[config.mk]
export PLATFORM = sky130hd
export DESIGN_NAME = hybrid_decomposition_cost_select
export DESIGN_NICKNAME = d
export VERILOG_FILES = /design/src/sv/hdcs_pkg.sv /design/src/sv/hdcs_useq.sv /design/src/sv/hdcs_datapath.sv /design/src/sv/hybrid_decomposition_cost_select.sv
export SDC_FILE = /design/constraint.sdc
export NUM_CORES = 1
export LEC_CHECK = 0
export BUFFER_PORTS_ARGS = -buffer_cell sky130_fd_sc_hd__buf_2
export CAP_MARGIN = 20
export CORE_UTILIZATION = 39
export CTS_CLUSTER_SIZE = 24
export DETAILED_ROUTE_END_ITERATION = 7
export PLACE_DENSITY = 0.6
export SLEW_MARGIN = 20
export SYNTH_ARGS = -nofsm -noshare
export SYNTH_HDL_FRONTEND = slang
export SYNTH_SLANG_ARGS = --single-unit
[constraint.sdc]
create_clock -name clock -period 8.7 [get_ports clock]
set_input_delay 2.61 -clock clock [delete_from_list [all_inputs] [get_ports clock]]
set_output_delay 2.61 -clock clock [all_outputs]
set_load 0.01 [all_outputs]
[src/sv/hdcs_pkg.sv]
// ----------------------------------------------------------------------------
// hdcs_pkg
// Shared types, constants and table functions for the decomposition cost
// selector.
// ----------------------------------------------------------------------------
package hdcs_pkg;

   localparam int CNT_W  = 6;
   localparam int COST_W = 8;

   localparam int BIN_COST_W = 7;
   localparam int LUC_COST_W = 4;
   localparam int FIB_COST_W = 5;
   localparam int BEST_W     = 7;
   localparam int METHOD_W   = 2;
   localparam int RSP_W      = 32;

   localparam logic [METHOD_W-1:0] METHOD_BINARY = 2'd0;
   localparam logic [METHOD_W-1:0] METHOD_LUCAS  = 2'd1;
   localparam logic [METHOD_W-1:0] METHOD_FIB    = 2'd2;

   typedef logic [1:0] step_type;

   localparam step_type STEP_ACCEPT = 2'd0;
   localparam step_type STEP_WALK   = 2'd1;
   localparam step_type STEP_FINISH = 2'd2;

   typedef enum logic [1:0] {
      COND_NONE     = 2'd0,
      COND_NO_INPUT = 2'd1,
      COND_WALK_MORE = 2'd2,
      COND_OUT_BUSY = 2'd3
   } cond_type;

   typedef struct packed {
      logic     accept;
      logic     walk;
      logic     finish;
      cond_type cond;
      step_type target;
      step_type next;
   } ucode_type;

   typedef struct packed {
      logic accept;
      logic walk;
      logic finish;
   } ctrl_type;

   typedef struct packed {
      logic in_valid;
      logic walk_last;
      logic out_busy;
   } status_type;

   typedef struct packed {
      logic [METHOD_W-1:0]   low_method;
      logic [BEST_W-1:0]     low_cost;
      logic [FIB_COST_W-1:0] zeck_cost;
      logic [LUC_COST_W-1:0] luc_cost;
      logic [BIN_COST_W-1:0] bin_cost;
   } result_type;

   // Fibonacci table entry k: 1, 2, 3, 5, ...
   function automatic logic [63:0] fib_at(input int k);
      logic [63:0] a;
      logic [63:0] b;
      logic [63:0] n;
      a = 64'd1;
      b = 64'd2;
      for (int i = 0; i < k; i++) begin
         n = a + b;
         a = b;
         b = n;
      end
      return a;
   endfunction

   // Lucas number L(i), with L(0) = 2 and L(1) = 1
   function automatic logic [63:0] lucas_at(input int i);
      logic [63:0] a;
      logic [63:0] b;
      logic [63:0] n;
      a = 64'd2;
      b = 64'd1;
      for (int j = 0; j < i; j++) begin
         n = a + b;
         a = b;
         b = n;
      end
      return a;
   endfunction

endpackage

[src/sv/hdcs_useq.sv]
// ----------------------------------------------------------------------------
// hdcs_useq
// Microcode sequencer: step counter, control store and conditional jumps.
// ----------------------------------------------------------------------------
module hdcs_useq (
   input  logic                clock,
   input  logic                reset,
   input  hdcs_pkg::status_type status,
   output hdcs_pkg::ctrl_type   ctrl
);
   import hdcs_pkg::*;

   step_type  pc_ff;
   step_type  pc_in;
   ucode_type word;
   logic      take;

   always_comb begin
      word = '{accept: 1'b0, walk: 1'b0, finish: 1'b0, cond: COND_NONE,
               target: STEP_ACCEPT, next: STEP_ACCEPT};
      unique case (pc_ff)
         STEP_ACCEPT: begin
            word = '{accept: 1'b1, walk: 1'b0, finish: 1'b0, cond: COND_NO_INPUT,
                     target: STEP_ACCEPT, next: STEP_WALK};
         end
         STEP_WALK: begin
            word = '{accept: 1'b0, walk: 1'b1, finish: 1'b0, cond: COND_WALK_MORE,
                     target: STEP_WALK, next: STEP_FINISH};
         end
         STEP_FINISH: begin
            word = '{accept: 1'b0, walk: 1'b0, finish: 1'b1, cond: COND_OUT_BUSY,
                     target: STEP_FINISH, next: STEP_ACCEPT};
         end
         default: begin
            word = '{accept: 1'b0, walk: 1'b0, finish: 1'b0, cond: COND_NONE,
                     target: STEP_ACCEPT, next: STEP_ACCEPT};
         end
      endcase
   end

   always_comb begin
      unique case (word.cond)
         COND_NONE:      take = 1'b0;
         COND_NO_INPUT:  take = ~status.in_valid;
         COND_WALK_MORE: take = ~status.walk_last;
         COND_OUT_BUSY:  take = status.out_busy;
         default:        take = 1'b0;
      endcase
      pc_in = take ? word.target : word.next;
   end

   always_ff @(posedge clock) begin
      if (reset) begin
         pc_ff <= STEP_ACCEPT;
      end else begin
         pc_ff <= pc_in;
      end
   end

   assign ctrl = '{accept: word.accept, walk: word.walk, finish: word.finish};

endmodule

[src/sv/hdcs_datapath.sv]
// ----------------------------------------------------------------------------
// hdcs_datapath
// Greedy table walks and bit-serial binary cost, one table entry per step.
// ----------------------------------------------------------------------------
module hdcs_datapath #(
   parameter int TABLE_TOP  = 40,
   parameter int VALUE_BITS = 28
) (
   input  logic                  clock,
   input  hdcs_pkg::ctrl_type     ctrl,
   input  logic                  in_valid,
   input  logic [VALUE_BITS-1:0] value,
   output logic                  walk_last,
   output hdcs_pkg::result_type   result
);
   import hdcs_pkg::*;

   localparam int FIB_DEPTH   = TABLE_TOP + 1;
   localparam int LUCAS_DEPTH = (TABLE_TOP + 2) / 3;
   localparam int WALK_LEN    = (FIB_DEPTH > VALUE_BITS) ? FIB_DEPTH : VALUE_BITS;
   localparam int IDX_W       = $clog2(WALK_LEN);
   localparam int ENT_W       = VALUE_BITS + 1;
   localparam logic [ENT_W-1:0] ENT_HUGE = {1'b1, {VALUE_BITS{1'b0}}};
   localparam logic [IDX_W-1:0] IDX_LAST = IDX_W'(WALK_LEN - 1);

   logic [ENT_W-1:0] fib_tab [WALK_LEN];
   logic [ENT_W-1:0] luc_tab [WALK_LEN];

   // tables held in walk order, largest entry first
   for (genvar g = 0; g < WALK_LEN; g++) begin : g_tab
      if (g < FIB_DEPTH) begin : g_fib
         localparam logic [63:0] FV = fib_at(FIB_DEPTH - 1 - g);
         assign fib_tab[g] = ((FV >> VALUE_BITS) != 64'd0) ? ENT_HUGE : FV[ENT_W-1:0];
      end else begin : g_fib_pad
         assign fib_tab[g] = ENT_HUGE;
      end
      if (g < LUCAS_DEPTH) begin : g_luc
         localparam logic [63:0] LV = lucas_at(3 * (LUCAS_DEPTH - 1 - g) + 1);
         assign luc_tab[g] = ((LV >> VALUE_BITS) != 64'd0) ? ENT_HUGE : LV[ENT_W-1:0];
      end else begin : g_luc_pad
         assign luc_tab[g] = ENT_HUGE;
      end
   end

   logic [IDX_W-1:0]      idx_ff,    idx_in;
   logic [VALUE_BITS-1:0] rem_f_ff,  rem_f_in;
   logic [VALUE_BITS-1:0] rem_l_ff,  rem_l_in;
   logic                  skip_ff,   skip_in;
   logic [CNT_W-1:0]      fib_n_ff,  fib_n_in;
   logic [CNT_W-1:0]      luc_n_ff,  luc_n_in;
   logic [VALUE_BITS-1:0] vsh_ff,    vsh_in;
   logic [VALUE_BITS-1:0] vm1_ff,    vm1_in;
   logic [CNT_W-1:0]      pop_ff,    pop_in;
   logic [CNT_W-1:0]      blen_ff,   blen_in;

   logic [ENT_W-1:0] fe;
   logic [ENT_W-1:0] le;
   logic             fib_take;
   logic             luc_take;

   assign fe       = fib_tab[idx_ff];
   assign le       = luc_tab[idx_ff];
   assign fib_take = ~skip_ff && (fe <= {1'b0, rem_f_ff});
   assign luc_take = (le <= {1'b0, rem_l_ff});

   always_comb begin
      idx_in   = idx_ff;
      rem_f_in = rem_f_ff;
      rem_l_in = rem_l_ff;
      skip_in  = skip_ff;
      fib_n_in = fib_n_ff;
      luc_n_in = luc_n_ff;
      vsh_in   = vsh_ff;
      vm1_in   = vm1_ff;
      pop_in   = pop_ff;
      blen_in  = blen_ff;
      if (ctrl.accept && in_valid) begin
         idx_in   = '0;
         rem_f_in = value;
         rem_l_in = value;
         skip_in  = 1'b0;
         fib_n_in = '0;
         luc_n_in = '0;
         vsh_in   = value;
         vm1_in   = (value == '0) ? '0 : value - VALUE_BITS'(1);
         pop_in   = '0;
         blen_in  = '0;
      end else if (ctrl.walk) begin
         idx_in  = (idx_ff == IDX_LAST) ? idx_ff : idx_ff + IDX_W'(1);
         skip_in = fib_take;
         if (fib_take) begin
            rem_f_in = rem_f_ff - fe[VALUE_BITS-1:0];
            fib_n_in = fib_n_ff + CNT_W'(1);
         end
         if (luc_take) begin
            rem_l_in = rem_l_ff - le[VALUE_BITS-1:0];
            luc_n_in = luc_n_ff + CNT_W'(1);
         end
         pop_in = pop_ff + CNT_W'(vsh_ff[0]);
         vsh_in = vsh_ff >> 1;
         if (vm1_ff != '0) begin
            blen_in = blen_ff + CNT_W'(1);
         end
         vm1_in = vm1_ff >> 1;
      end
   end

   always_ff @(posedge clock) begin
      idx_ff   <= idx_in;
      rem_f_ff <= rem_f_in;
      rem_l_ff <= rem_l_in;
      skip_ff  <= skip_in;
      fib_n_ff <= fib_n_in;
      luc_n_ff <= luc_n_in;
      vsh_ff   <= vsh_in;
      vm1_ff   <= vm1_in;
      pop_ff   <= pop_in;
      blen_ff  <= blen_in;
   end

   assign walk_last = (idx_ff == IDX_LAST);

   logic signed [COST_W-1:0] bin_c;
   logic signed [COST_W-1:0] luc_c;
   logic signed [COST_W-1:0] fib_c;
   logic signed [COST_W-1:0] best_c;
   logic [METHOD_W-1:0]      method;

   always_comb begin
      bin_c  = $signed(COST_W'(blen_ff)) + $signed(COST_W'(pop_ff)) - COST_W'(2);
      luc_c  = (luc_n_ff == '0) ? '0 : $signed(COST_W'(luc_n_ff - CNT_W'(1)));
      fib_c  = (fib_n_ff == '0) ? '0 : $signed(COST_W'(fib_n_ff - CNT_W'(1)));
      best_c = bin_c;
      if (luc_c < best_c) begin
         best_c = luc_c;
      end
      if (fib_c < best_c) begin
         best_c = fib_c;
      end
      priority if (best_c == bin_c) begin
         method = METHOD_BINARY;
      end else if (best_c == luc_c) begin
         method = METHOD_LUCAS;
      end else begin
         method = METHOD_FIB;
      end
      result.bin_cost   = bin_c[BIN_COST_W-1:0];
      result.luc_cost   = luc_c[LUC_COST_W-1:0];
      result.zeck_cost  = fib_c[FIB_COST_W-1:0];
      result.low_cost   = best_c[BEST_W-1:0];
      result.low_method = method;
   end

endmodule

[src/sv/hybrid_decomposition_cost_select.sv]
// ----------------------------------------------------------------------------
// hybrid_decomposition_cost_select
// Binary, greedy Lucas and Zeckendorf addition costs of one value, and the
// cheapest of the three.
// ----------------------------------------------------------------------------
// A word is taken in one accept step, followed by one walk step per entry of
// the Fibonacci table or per value bit, whichever is more (the Lucas table and
// the bit-serial popcount and bit length run in the same steps), and one
// finish step that loads the output register. The next word is taken in the
// accept step that follows the finish step, so a new word is taken only once
// the previous one is through. The finish step holds while the previous
// result still waits unread; a loaded result waits in the output register
// while the next word is taken. Bits of req_tdata above VALUE_BITS are
// ignored.
module hybrid_decomposition_cost_select #(
   parameter int TABLE_TOP  = 40,
   parameter int VALUE_BITS = 28
) (
   input  logic                                      clock,
   input  logic                                      reset,
   input  logic                                      req_tvalid,
   output logic                                      req_tready,
   input  logic [((VALUE_BITS + 7) / 8) * 8 - 1:0]   req_tdata,  // value
   output logic                                      rsp_tvalid,
   input  logic                                      rsp_tready,
   // bin_cost, luc_cost, zeck_cost, low_cost, low_method
   output logic [hdcs_pkg::RSP_W-1:0]                rsp_tdata
);
   import hdcs_pkg::*;

   localparam int RES_W = $bits(result_type);

   ctrl_type   ctrl;
   status_type status;
   result_type result;
   logic       walk_last;
   logic       out_busy;
   logic       fin_fire;

   logic             rsp_valid_ff, rsp_valid_in;
   logic [RES_W-1:0] rsp_data_ff,  rsp_data_in;

   assign out_busy = rsp_valid_ff & ~rsp_tready;
   assign fin_fire = ctrl.finish & ~out_busy;

   assign status = '{in_valid: req_tvalid, walk_last: walk_last, out_busy: out_busy};

   hdcs_useq u_useq (
      .clock  (clock),
      .reset  (reset),
      .status (status),
      .ctrl   (ctrl)
   );

   hdcs_datapath #(
      .TABLE_TOP  (TABLE_TOP),
      .VALUE_BITS (VALUE_BITS)
   ) u_datapath (
      .clock     (clock),
      .ctrl      (ctrl),
      .in_valid  (req_tvalid),
      .value     (req_tdata[VALUE_BITS-1:0]),
      .walk_last (walk_last),
      .result    (result)
   );

   always_comb begin
      rsp_valid_in = rsp_valid_ff;
      rsp_data_in  = rsp_data_ff;
      if (rsp_valid_ff && rsp_tready) begin
         rsp_valid_in = 1'b0;
      end
      if (fin_fire) begin
         rsp_valid_in = 1'b1;
         rsp_data_in  = result;
      end
   end

   always_ff @(posedge clock) begin
      if (reset) begin
         rsp_valid_ff <= 1'b0;
      end else begin
         rsp_valid_ff <= rsp_valid_in;
      end
      rsp_data_ff <= rsp_data_in;
   end

   assign req_tready = ctrl.accept;
   assign rsp_tvalid = rsp_valid_ff;
   assign rsp_tdata  = RSP_W'(rsp_data_ff);

endmodule

* Yosys cells after proc, flatten, opt, wreduce, memory -nomap -nowiden
Memories as Yosys holds them, arrays and structs flattened.
Index checks and enable logic that the tools add are counted.
** Storage, ports and cells
- Flip-flop bits (word level) :: 171
- Bits of input ports :: 36
- Memories :: 2
- Word-level logic and storage cells :: 93
- ROM bits :: 3712
** Memory list
- (name not given) :: depth 64, bits a word 29, read ports 1, clocked after Yosys merged registers in 0, wr ports 0, RTL line hdcs_datapath.sv:62 : assign le = luc_tab[idx_ff];
- (name not given) :: depth 64, bits a word 29, read ports 1, clocked after Yosys merged registers in 0, wr ports 0, RTL line hdcs_datapath.sv:61 : assign fe = fib_tab[idx_ff];
** Operators by class
- $lt $le $gt $ge :: 5
- Mux-type cells :: 25
- Bitwise operators :: 8
- Reductions and logical operators :: 19
- Eq/ne operators :: 8
- $add $sub $neg :: 12
** Operator list (number)
- two-way mux 28 bit :: 11
- two-way mux 29 bit :: 4
- less-or-equal comparator 29 x 28 -> 1 bit :: 2
- subtractor 28 bit :: 2
- two-way mux 8 bit :: 4
- zero test 28 bit :: 1
- nonzero test 28 bit :: 1
- subtractor 28 x 1 -> 28 bit (second input constant) :: 1
- case mux 9 bit (3 select lines) :: 1
- adder 6 x 1 -> 6 bit (second input constant) :: 4
- equality test 8 bit :: 2
- < comparator 8 bit :: 2
- subtractor 6 x 1 -> 7 bit (second input constant) :: 2
- zero test 6 bit :: 2
- AND reduction 2 bit :: 6
- nonzero test 2 bit :: 4
- subtractor 8 x 3 -> 8 bit (second input constant) :: 1
- adder 6 x 6 -> 7 bit :: 1
- greater-or-equal comparator 7 bit (second input constant) :: 1
- inverter 6 -> 7 bit :: 1
- adder 6 x 1 -> 6 bit :: 1
- equality test 2 bit (second input constant) :: 3
- equality test 6 bit (second input constant) :: 1
- inverter 1 bit :: 5
- other kinds (7) :: 14

* Logic depth before layout (Yosys ltp)
Gate-level depths: netlist (run 1).
- Depth in word-level cells :: 9
- Gate-level depth with buffers :: 30
- Depth with buffers taken out :: 27

* Modules after synthesis
A second synthesis (run 1) with hierarchy kept.
** Second synthesis, totals
- Cells, all modules :: 1689
- Area, all modules :: 14285.0 um^2
** Modules (own cells, without submodules)
- hdcs_datapath :: times used 1, cells an instance 1641, area each 13331.5 um^2
- hybrid_decomposition_cost_select :: times used 1, cells an instance 37, area each 857.1 um^2
- hdcs_useq :: times used 1, cells an instance 11, area each 96.3 um^2

* Least setup slack after synthesis (run 1)
OpenSTA, ideal clock, no wires.
- Kind :: reg2reg
- From :: register u_datapath.blen_ff[1]
- To :: register rsp_data_ff[23], data pin
- Period minus slack after synthesis :: 6.032 ns
- Arrival time :: 5.766 ns
- Setup time :: 0.265 ns
- Setup slack :: 2.668 ns
- Path buffers :: 1
- Stages on the path, launching flop included :: 25
- Cell sequence :: dfxtp_1 -> ha_1 -> a21oi_1 -> o21ai_0 -> a311o_1 -> nor4b_1 -> xor2_1 -> inv_1 -> ha_1 -> and3_1 -> a221o_1 -> a211o_1 -> and2_1 -> clkbuf_1 -> mux2_2 -> ha_1 -> a21o_1 -> a2111o_1 -> a221oi_1 -> a21o_1 -> o31ai_4 -> mux2i_1 -> o221ai_2 -> a221oi_2 -> a21oi_1
** RTL lines
- from (decl) :: RTL line hdcs_datapath.sv:54 : logic [CNT_W-1:0] blen_ff, blen_in;
- from (signal assigned) :: RTL line hdcs_datapath.sv:118 : blen_ff <= blen_in;
- to (signal assigned) :: RTL line hybrid_decomposition_cost_select.sv:85 : rsp_data_ff <= rsp_data_in;
- to (decl) :: RTL line hybrid_decomposition_cost_select.sv:41 : logic [RES_W-1:0] rsp_data_ff, rsp_data_in;

==> impl_metrics.py, run 1 <==
metrics = {
    "detailed_routing": {
        "drt-vias-per-instance": 5.52,
        "routedWlPerCell_microns": 17.7,
        "vias": 12000,
        "firstDrtPassIters": 5,
        "drc": 0,
        "final_antenna_net_count": 0,
        "drt-initial-drc-count": 867,
        "wl_mm": 38.4,
    },
    "placement": {
        "dp_worst_setup_slack_ns": 1.57,
        "hpwlAfterDp_mm": 28.8,
        "place_congestion": 0.912,
        "portBuffers": 58,
        "dp_cells": 2134,
    },
    "run": {
        "drv_cap": 0,
    },
    "timing": {
        "relSlewSlack_pct": 32.3,
        "slew_viol_final": 0,
        "finalCritPeriodShare_pct": 83.3,
        "finClkSkew_ns": 0.0141,
        "setup_slack_ns": 1.45,
        "hold_viol_final": 0,
        "worst_slew_pin_slew_ns": 1.01,
        "min_period_ns": 7.25,
        "timing.setup.tns_ns": 0,
        "hold_ws_ns": 0.489,
        "fmax_mhz": 138,
        "rsz0062_at_grt": "false",
        "finalSetupViolCount": 0,
    },
    "floorplan": {
        "die_h_microns": 192,
        "fp.dieW_microns": 192,
        "design.die.area_sq_um": 37000,
        "rows": 69,
        "ios": 70,
        "start_util_pct": 39.7,
        "core-area_sq_um": 35600,
    },
    "yosys": {
        "async_flop_share_pct": 0,
        "synth_area_leaders": "edfxtp_1, ha_1, nand2_1",
        "syn_avg_cell_area_sq_um": 8.49,
        "synth_cell_types": 83,
        "synth.top_cell.area_share_pct": 29.1,
        "yosysWarnings": 0,
        "synth_ff_type": "edfxtp_1",
        "yosysTopAreaCell": "edfxtp_1",
        "synth_edf_count": 137,
        "synth_area_sq_um": 14100,
        "synth_seq_cells": 171,
        "synth_cells": 1664,
        "synth-seq-area-share_pct": 33.9,
    },
    "setup_path": {
        "crit_path_end_kind": "flop",
        "crit_type": "reg2reg",
        "crit_path_top_delay_cell": "o31ai_4",
        "slowest_delay_ns": 0.85,
        "crit_path_start_kind": "flop",
        "crit_fanout": 19,
        "crit_chain": "ha_1, a21oi_1, o21ai_0, a311o_1, nor4b_1, xor2_1, inv_1, ha_1, and3_1, a221o_1, a211o_1, and2_1, mux2_2, ha_1, and3_1, nand3_1, o31ai_4, mux2i_1, o221ai_2, a221oi_2, a21oi_1",
        "cp.required_ns": 8.89,
        "reg2reg_to": "rsp_data_ff[23]",
        "r2r_start": "u_datapath.pop_ff[1]",
        "r2r_cells": 21,
        "reg2reg_slack_ns": 1.45,
        "crit_arrival_ns": 7.44,
        "cpMostUsedCell": "ha_1",
    },
    "finish": {
        "drive_gt1_share_pct": 8.04,
        "final_cell_mix": "nand2_1, inv_1, o21ai_0, ha_1, edfxtp_1",
        "layout_commonest_cell": "nand2_1",
        "multi_input_area_sq_um": 8430,
        "syn2layout_area_growth_pct": 9.19,
        "seq_area_sq_um": 4800,
        "final_cells": 2167,
        "fill_cells": 3545,
        "finalNetCount": 1882,
    },
    "clock_tree": {
        "post_cts_resized": 0,
        "root_buffer": "clkbuf_16",
        "clockBufferDepth": 2,
        "cts_max_level": 4,
        "tritoncts": "yes",
        "cts_sinks": 171,
        "ctsHoldBuffers": 0,
        "clock_latency_ns": 0.45,
        "postCtsSetupBuffers": 0,
        "cts_made_buffers": 17,
        "clkTransAtPathRegs_ns": 0.07,
    },
    "grt": {
        "gr-total-overflow": 0,
        "grt_pass1_vias": 11200,
        "grt_use_total_pct": 21.1,
        "grt_max_degree": 64,
        "antenna_found_initial": 1,
        "grt_pass1_wl_mm": 60.7,
    },
    "min_path": {
        "hold_path_depth": 2,
        "hp-class": "reg2reg",
        "min_to": "u_datapath.skip_ff",
        "min-delay-start": "u_datapath.skip_ff",
    },
    "outcome": {
        "status": "finished clean",
    },
    "power_and_ir_drop": {
        "ir_drop_uv": 187,
        "p_leak_nw": 6.96,
        "power.density_nw_per_um2": 351,
    },
}
[synthesized netlist by cell type (9+ instances only)]
| cell type | number |
|---|---|
| o21a_1 | 14 |
| o21ai_0 | 153 |
| mux2i_1 | 20 |
| xor2_1 | 47 |
| o21bai_1 | 12 |
| nand4_1 | 18 |
| clkbuf_1 | 54 |
| nand2b_1 | 20 |
| edfxtp_1 | 137 |
| a21oi_1 | 96 |
| a211oi_1 | 12 |
| o211ai_1 | 9 |
| or2_2 | 9 |
| inv_1 | 165 |
| dfxtp_1 | 34 |
| nor3_1 | 31 |
| nand2_1 | 237 |
| xnor2_1 | 51 |
| nand3_1 | 31 |
| ha_1 | 151 |
| a21o_1 | 52 |
| nor2_1 | 100 |
| nor4_1 | 14 |
| nor2b_1 | 20 |
| nor3b_1 | 9 |
[where the power goes]
part           internal, mW  switching [mW]  leakage [nW]
clock                 0.442           0.343         0.295
combinational          1.30            1.97          5.04
sequential             1.23           0.118          1.62
[registers in the layout, indices dropped and copies added (netlist names)]
register and cells:
u_datapath.vm1_ff 28, u_datapath.rem_f_ff 28, u_datapath.blen_ff 6, u_datapath.luc_n_ff 6, u_datapath.skip_ff 1, u_datapath.fib_n_ff 6
u_datapath.pop_ff 6, u_useq.pc_ff 2, rsp_tvalid 1, rsp_data_ff 25, u_datapath.idx_ff 6, u_datapath.rem_l_ff 28
u_datapath.vsh_ff 28
[layer usage]
| metal | part of all wire, % | vias to the layer above | track usage (%) |
|---|---|---|---|
| li1 | - | 5899 | - |
| met1 | 46 | 5710 | 28.0 |
| met2 | 47 | 320 | 34.7 |
| met5 | 0 | - | 0 |
| met4 | 2.6 | 0 | 7.81 |
| met3 | 4.7 | 43 | 3.18 |
[per-stage QoR]
stage	instance area (sq um)	power [mW]	util [%]
floorplan	14200	3.84	-
CTS	15400	5.41	43.3
global placement	14800	4.53	41.7
detailed placement	14800	4.59	41.7
global route	15400	5.86	43.4
finish	15400	5.41	43.4
[critical path: cells and delay by family (launching register included)]
family,cells,cell delay [ns]
DFF,1,0.41
buffers and inverters,1,0.17
muxes,2,0.88
adders and majority gates,3,0.91
xor gates and xnor gates,1,0.45
and+or+nand+nor,5,1.23
AOI/OAI and AO/OA,9,2.92
[worst max path at each step]
stage / startpoint / to / slack (ns) / cells past startpoint
after floorplan: u_datapath.blen_ff[1] / rsp_data_ff[23] / 2.67 / 24
after CTS: u_datapath.pop_ff[1] / rsp_data_ff[23] / 1.53 / 21
after detailed placement: u_datapath.pop_ff[1] / rsp_data_ff[23] / 1.57 / 21
after global placement: u_datapath.pop_ff[1] / rsp_data_ff[23] / 1.70 / 21
final: u_datapath.pop_ff[1] / rsp_data_ff[23] / 1.45 / 21
after global routing: u_datapath.blen_ff[0] / rsp_data_ff[23] / 0.99 / 23
[kinds of logic after synthesis]
group | after synthesis | synth area share (%)
and+or+nand+nor | 537 | 17.8
AOI/OAI and AO/OA | 438 | 19.6
buffers and inverters | 240 | 6.79
DFF | 171 | 33.9
adders and majority gates | 154 | 13.8
xor gates and xnor gates | 98 | 6.08
muxes | 25 | 1.98
other | 1 | 0.0265
[final cells by class]
| type | count | share of cell area [%] |
|---|---|---|
| multi-input cells | 1263 | 54.7 |
| flip-flops and latches | 171 | 31.1 |
| inverters | 166 | 4.04 |
| well taps | 461 | 3.74 |
| clock buffers | 23 | 3.30 |
| repair buffers | 73 | 2.61 |
| clock inverters | 9 | 0.527 |
| diodes | 1 | 0.0162 |
No activity file was read; power rests on OpenSTA's default activity.
==> run 2, diff against run 1 <==
==> constraint.sdc (replaced) <==
create_clock -name clock -period 7 [get_ports clock]
set_input_delay 2.1 -clock clock [delete_from_list [all_inputs] [get_ports clock]]
set_output_delay 2.1 -clock clock [all_outputs]
set_load 0.01 [all_outputs]
==> impl_metrics.py, run 2 (synthesis results as in run 1) <==
metrics = {
    "setup_path": {
        "crit_fanout": 16,
        "cp_top_family": "compound AO/OA/AOI/OAI gates",
        "crit_path_start_kind": "flop",
        "cp.required_ns": 7.19,
        "cpMostUsedCell": "ha_1",
        "crit_type": "reg2reg",
        "critPathBufInv": 3,
        "crit_path_end_kind": "flop",
        "crit_arrival_ns": 6.73,
        "slowest_delay_ns": 0.40,
        "crit_path_top_delay_cell": "dfxtp_1",
    },
    "finish": {
        "final_cell_mix": "nand2_1, inv_1, o21ai_0, ha_1, edfxtp_1",
        "seq_area_sq_um": 4800,
        "syn2layout_area_growth_pct": 10.2,
        "finalNetCount": 1898,
        "multi_input_area_sq_um": 8430,
        "layout_commonest_cell": "nand2_1",
        "finish.utilization_pct": 43.7,
        "fill_cells": 3638,
        "insertedDiodeCount": 0,
        "drive_gt1_share_pct": 9.01,
    },
    "clock_tree": {
        "cts_max_level": 4,
        "clkTransAtPathRegs_ns": 0.07,
        "tritoncts": "yes",
        "clock_latency_ns": 0.45,
        "cts_sinks": 171,
        "ctsHoldBuffers": 0,
        "clockBufferDepth": 2,
        "root_buffer": "clkbuf_16",
        "cts_made_buffers": 17,
    },
    "detailed_routing": {
        "drc": 0,
        "final_antenna_net_count": 0,
        "firstDrtPassIters": 7,
        "wl_mm": 38.9,
        "vias": 12100,
        "drt-initial-drc-count": 881,
        "routedWlPerCell_microns": 17.8,
        "drt-vias-per-instance": 5.53,
    },
    "timing": {
        "slew_viol_final": 0,
        "min_period_ns": 6.53,
        "rsz0062_at_grt": "false",
        "timing.setup.tns_ns": 0,
        "finalSetupViolCount": 0,
        "relSlewSlack_pct": 27.2,
        "finalCritPeriodShare_pct": 93.3,
        "fmax_mhz": 153,
        "worst_slew_pin_slew_ns": 1.08,
        "finClkSkew_ns": 0.0165,
        "hold_viol_final": 0,
    },
    "grt": {
        "gr-total-overflow": 0,
        "use_met3_pct": 3.73,
        "grt_pass1_vias": 11400,
        "grtUsageMet2_pct": 34.5,
        "antenna_found_initial": 0,
        "grt_pass1_wl_mm": 61.2,
        "top_usage_layer": "met2",
        "grt_max_degree": 73,
        "gr-usage-met1_pct": 27.9,
        "grt_use_total_pct": 21.4,
    },
    "outcome": {
        "status": "finished clean",
    },
    "power_and_ir_drop": {
        "power.density_nw_per_um2": 441,
        "p_total_mw": 6.86,
        "ir_drop_uv": 239,
        "p_leak_nw": 7.03,
    },
    "placement": {
        "hpwlAfterDp_mm": 29.2,
        "place_congestion": 0.916,
        "portBuffers": 58,
    },
    "floorplan": {
        "start_util_pct": 39.7,
        "ios": 70,
        "design.die.area_sq_um": 37000,
        "die_h_microns": 192,
        "rows": 69,
        "fp.dieW_microns": 192,
        "core-area_sq_um": 35600,
    },
    "min_path": {
        "hp-class": "reg2reg",
    },
    "run": {
        "drv_cap": 0,
    },
}
[run 2: cell type report]
type,count,area share [%]
multi-input cells,1263,54.2
flip-flops and latches,171,30.8
inverters,166,4.00
well taps,461,3.71
repair buffers,89,3.36
clock buffers,17,2.73
clock inverters,15,1.21
[run 2: through the flow]
stage,std cells,cell area (sq um),worst slack (ns),hold WS [ns]
after floorplan,1674,14200,0.968,0.443
after global placement,2146,14900,0.436,0.463
after detailed placement,2146,14900,0.261,0.477
after CTS,2178,15500,0.234,0.488
after global routing,2182,15600,0.0288,0.530
final,2182,15600,0.468,0.500
[run 2: routing by layer]
metal | up-vias | part of all wire (%)
li1 | 5928 | -
met1 | 5758 | 45
met2 | 322 | 46
met3 | 62 | 5.0
met4 | 0 | 3.8
met5 | - | 0
[run 2: timing repair]
action	in CTS	in global routing
endpoints found under the setup margin	0	2
gates resized for setup	0	3
setup buffers	0	4
[run 2: worst paths after layout]
check                        startpoint                     to  slack (ns)  depth (start not counted)
setup reg to reg  u_datapath.blen_ff[0]        rsp_data_ff[23]        0.47                         25
hold reg to reg   u_datapath.blen_ff[5]  u_datapath.blen_ff[5]        0.50                          2
hold / removal    u_datapath.blen_ff[5]  u_datapath.blen_ff[5]        0.50                          2
setup / recovery  u_datapath.blen_ff[0]        rsp_data_ff[23]        0.47                         25
[run 2: tightest hold or removal path, cell delays in order, from the launching register on]
cell     delay [ns]
dfxtp_1        0.33
o21ai_0        0.07
a21oi_1        0.06
[run 2: power by group]
part	total (mW)	switching, mW	internal [mW]
logic	4.17	2.48	1.69
registers	1.67	0.142	1.53
clock network	1.02	0.452	0.568
total	6.86	3.07	3.79
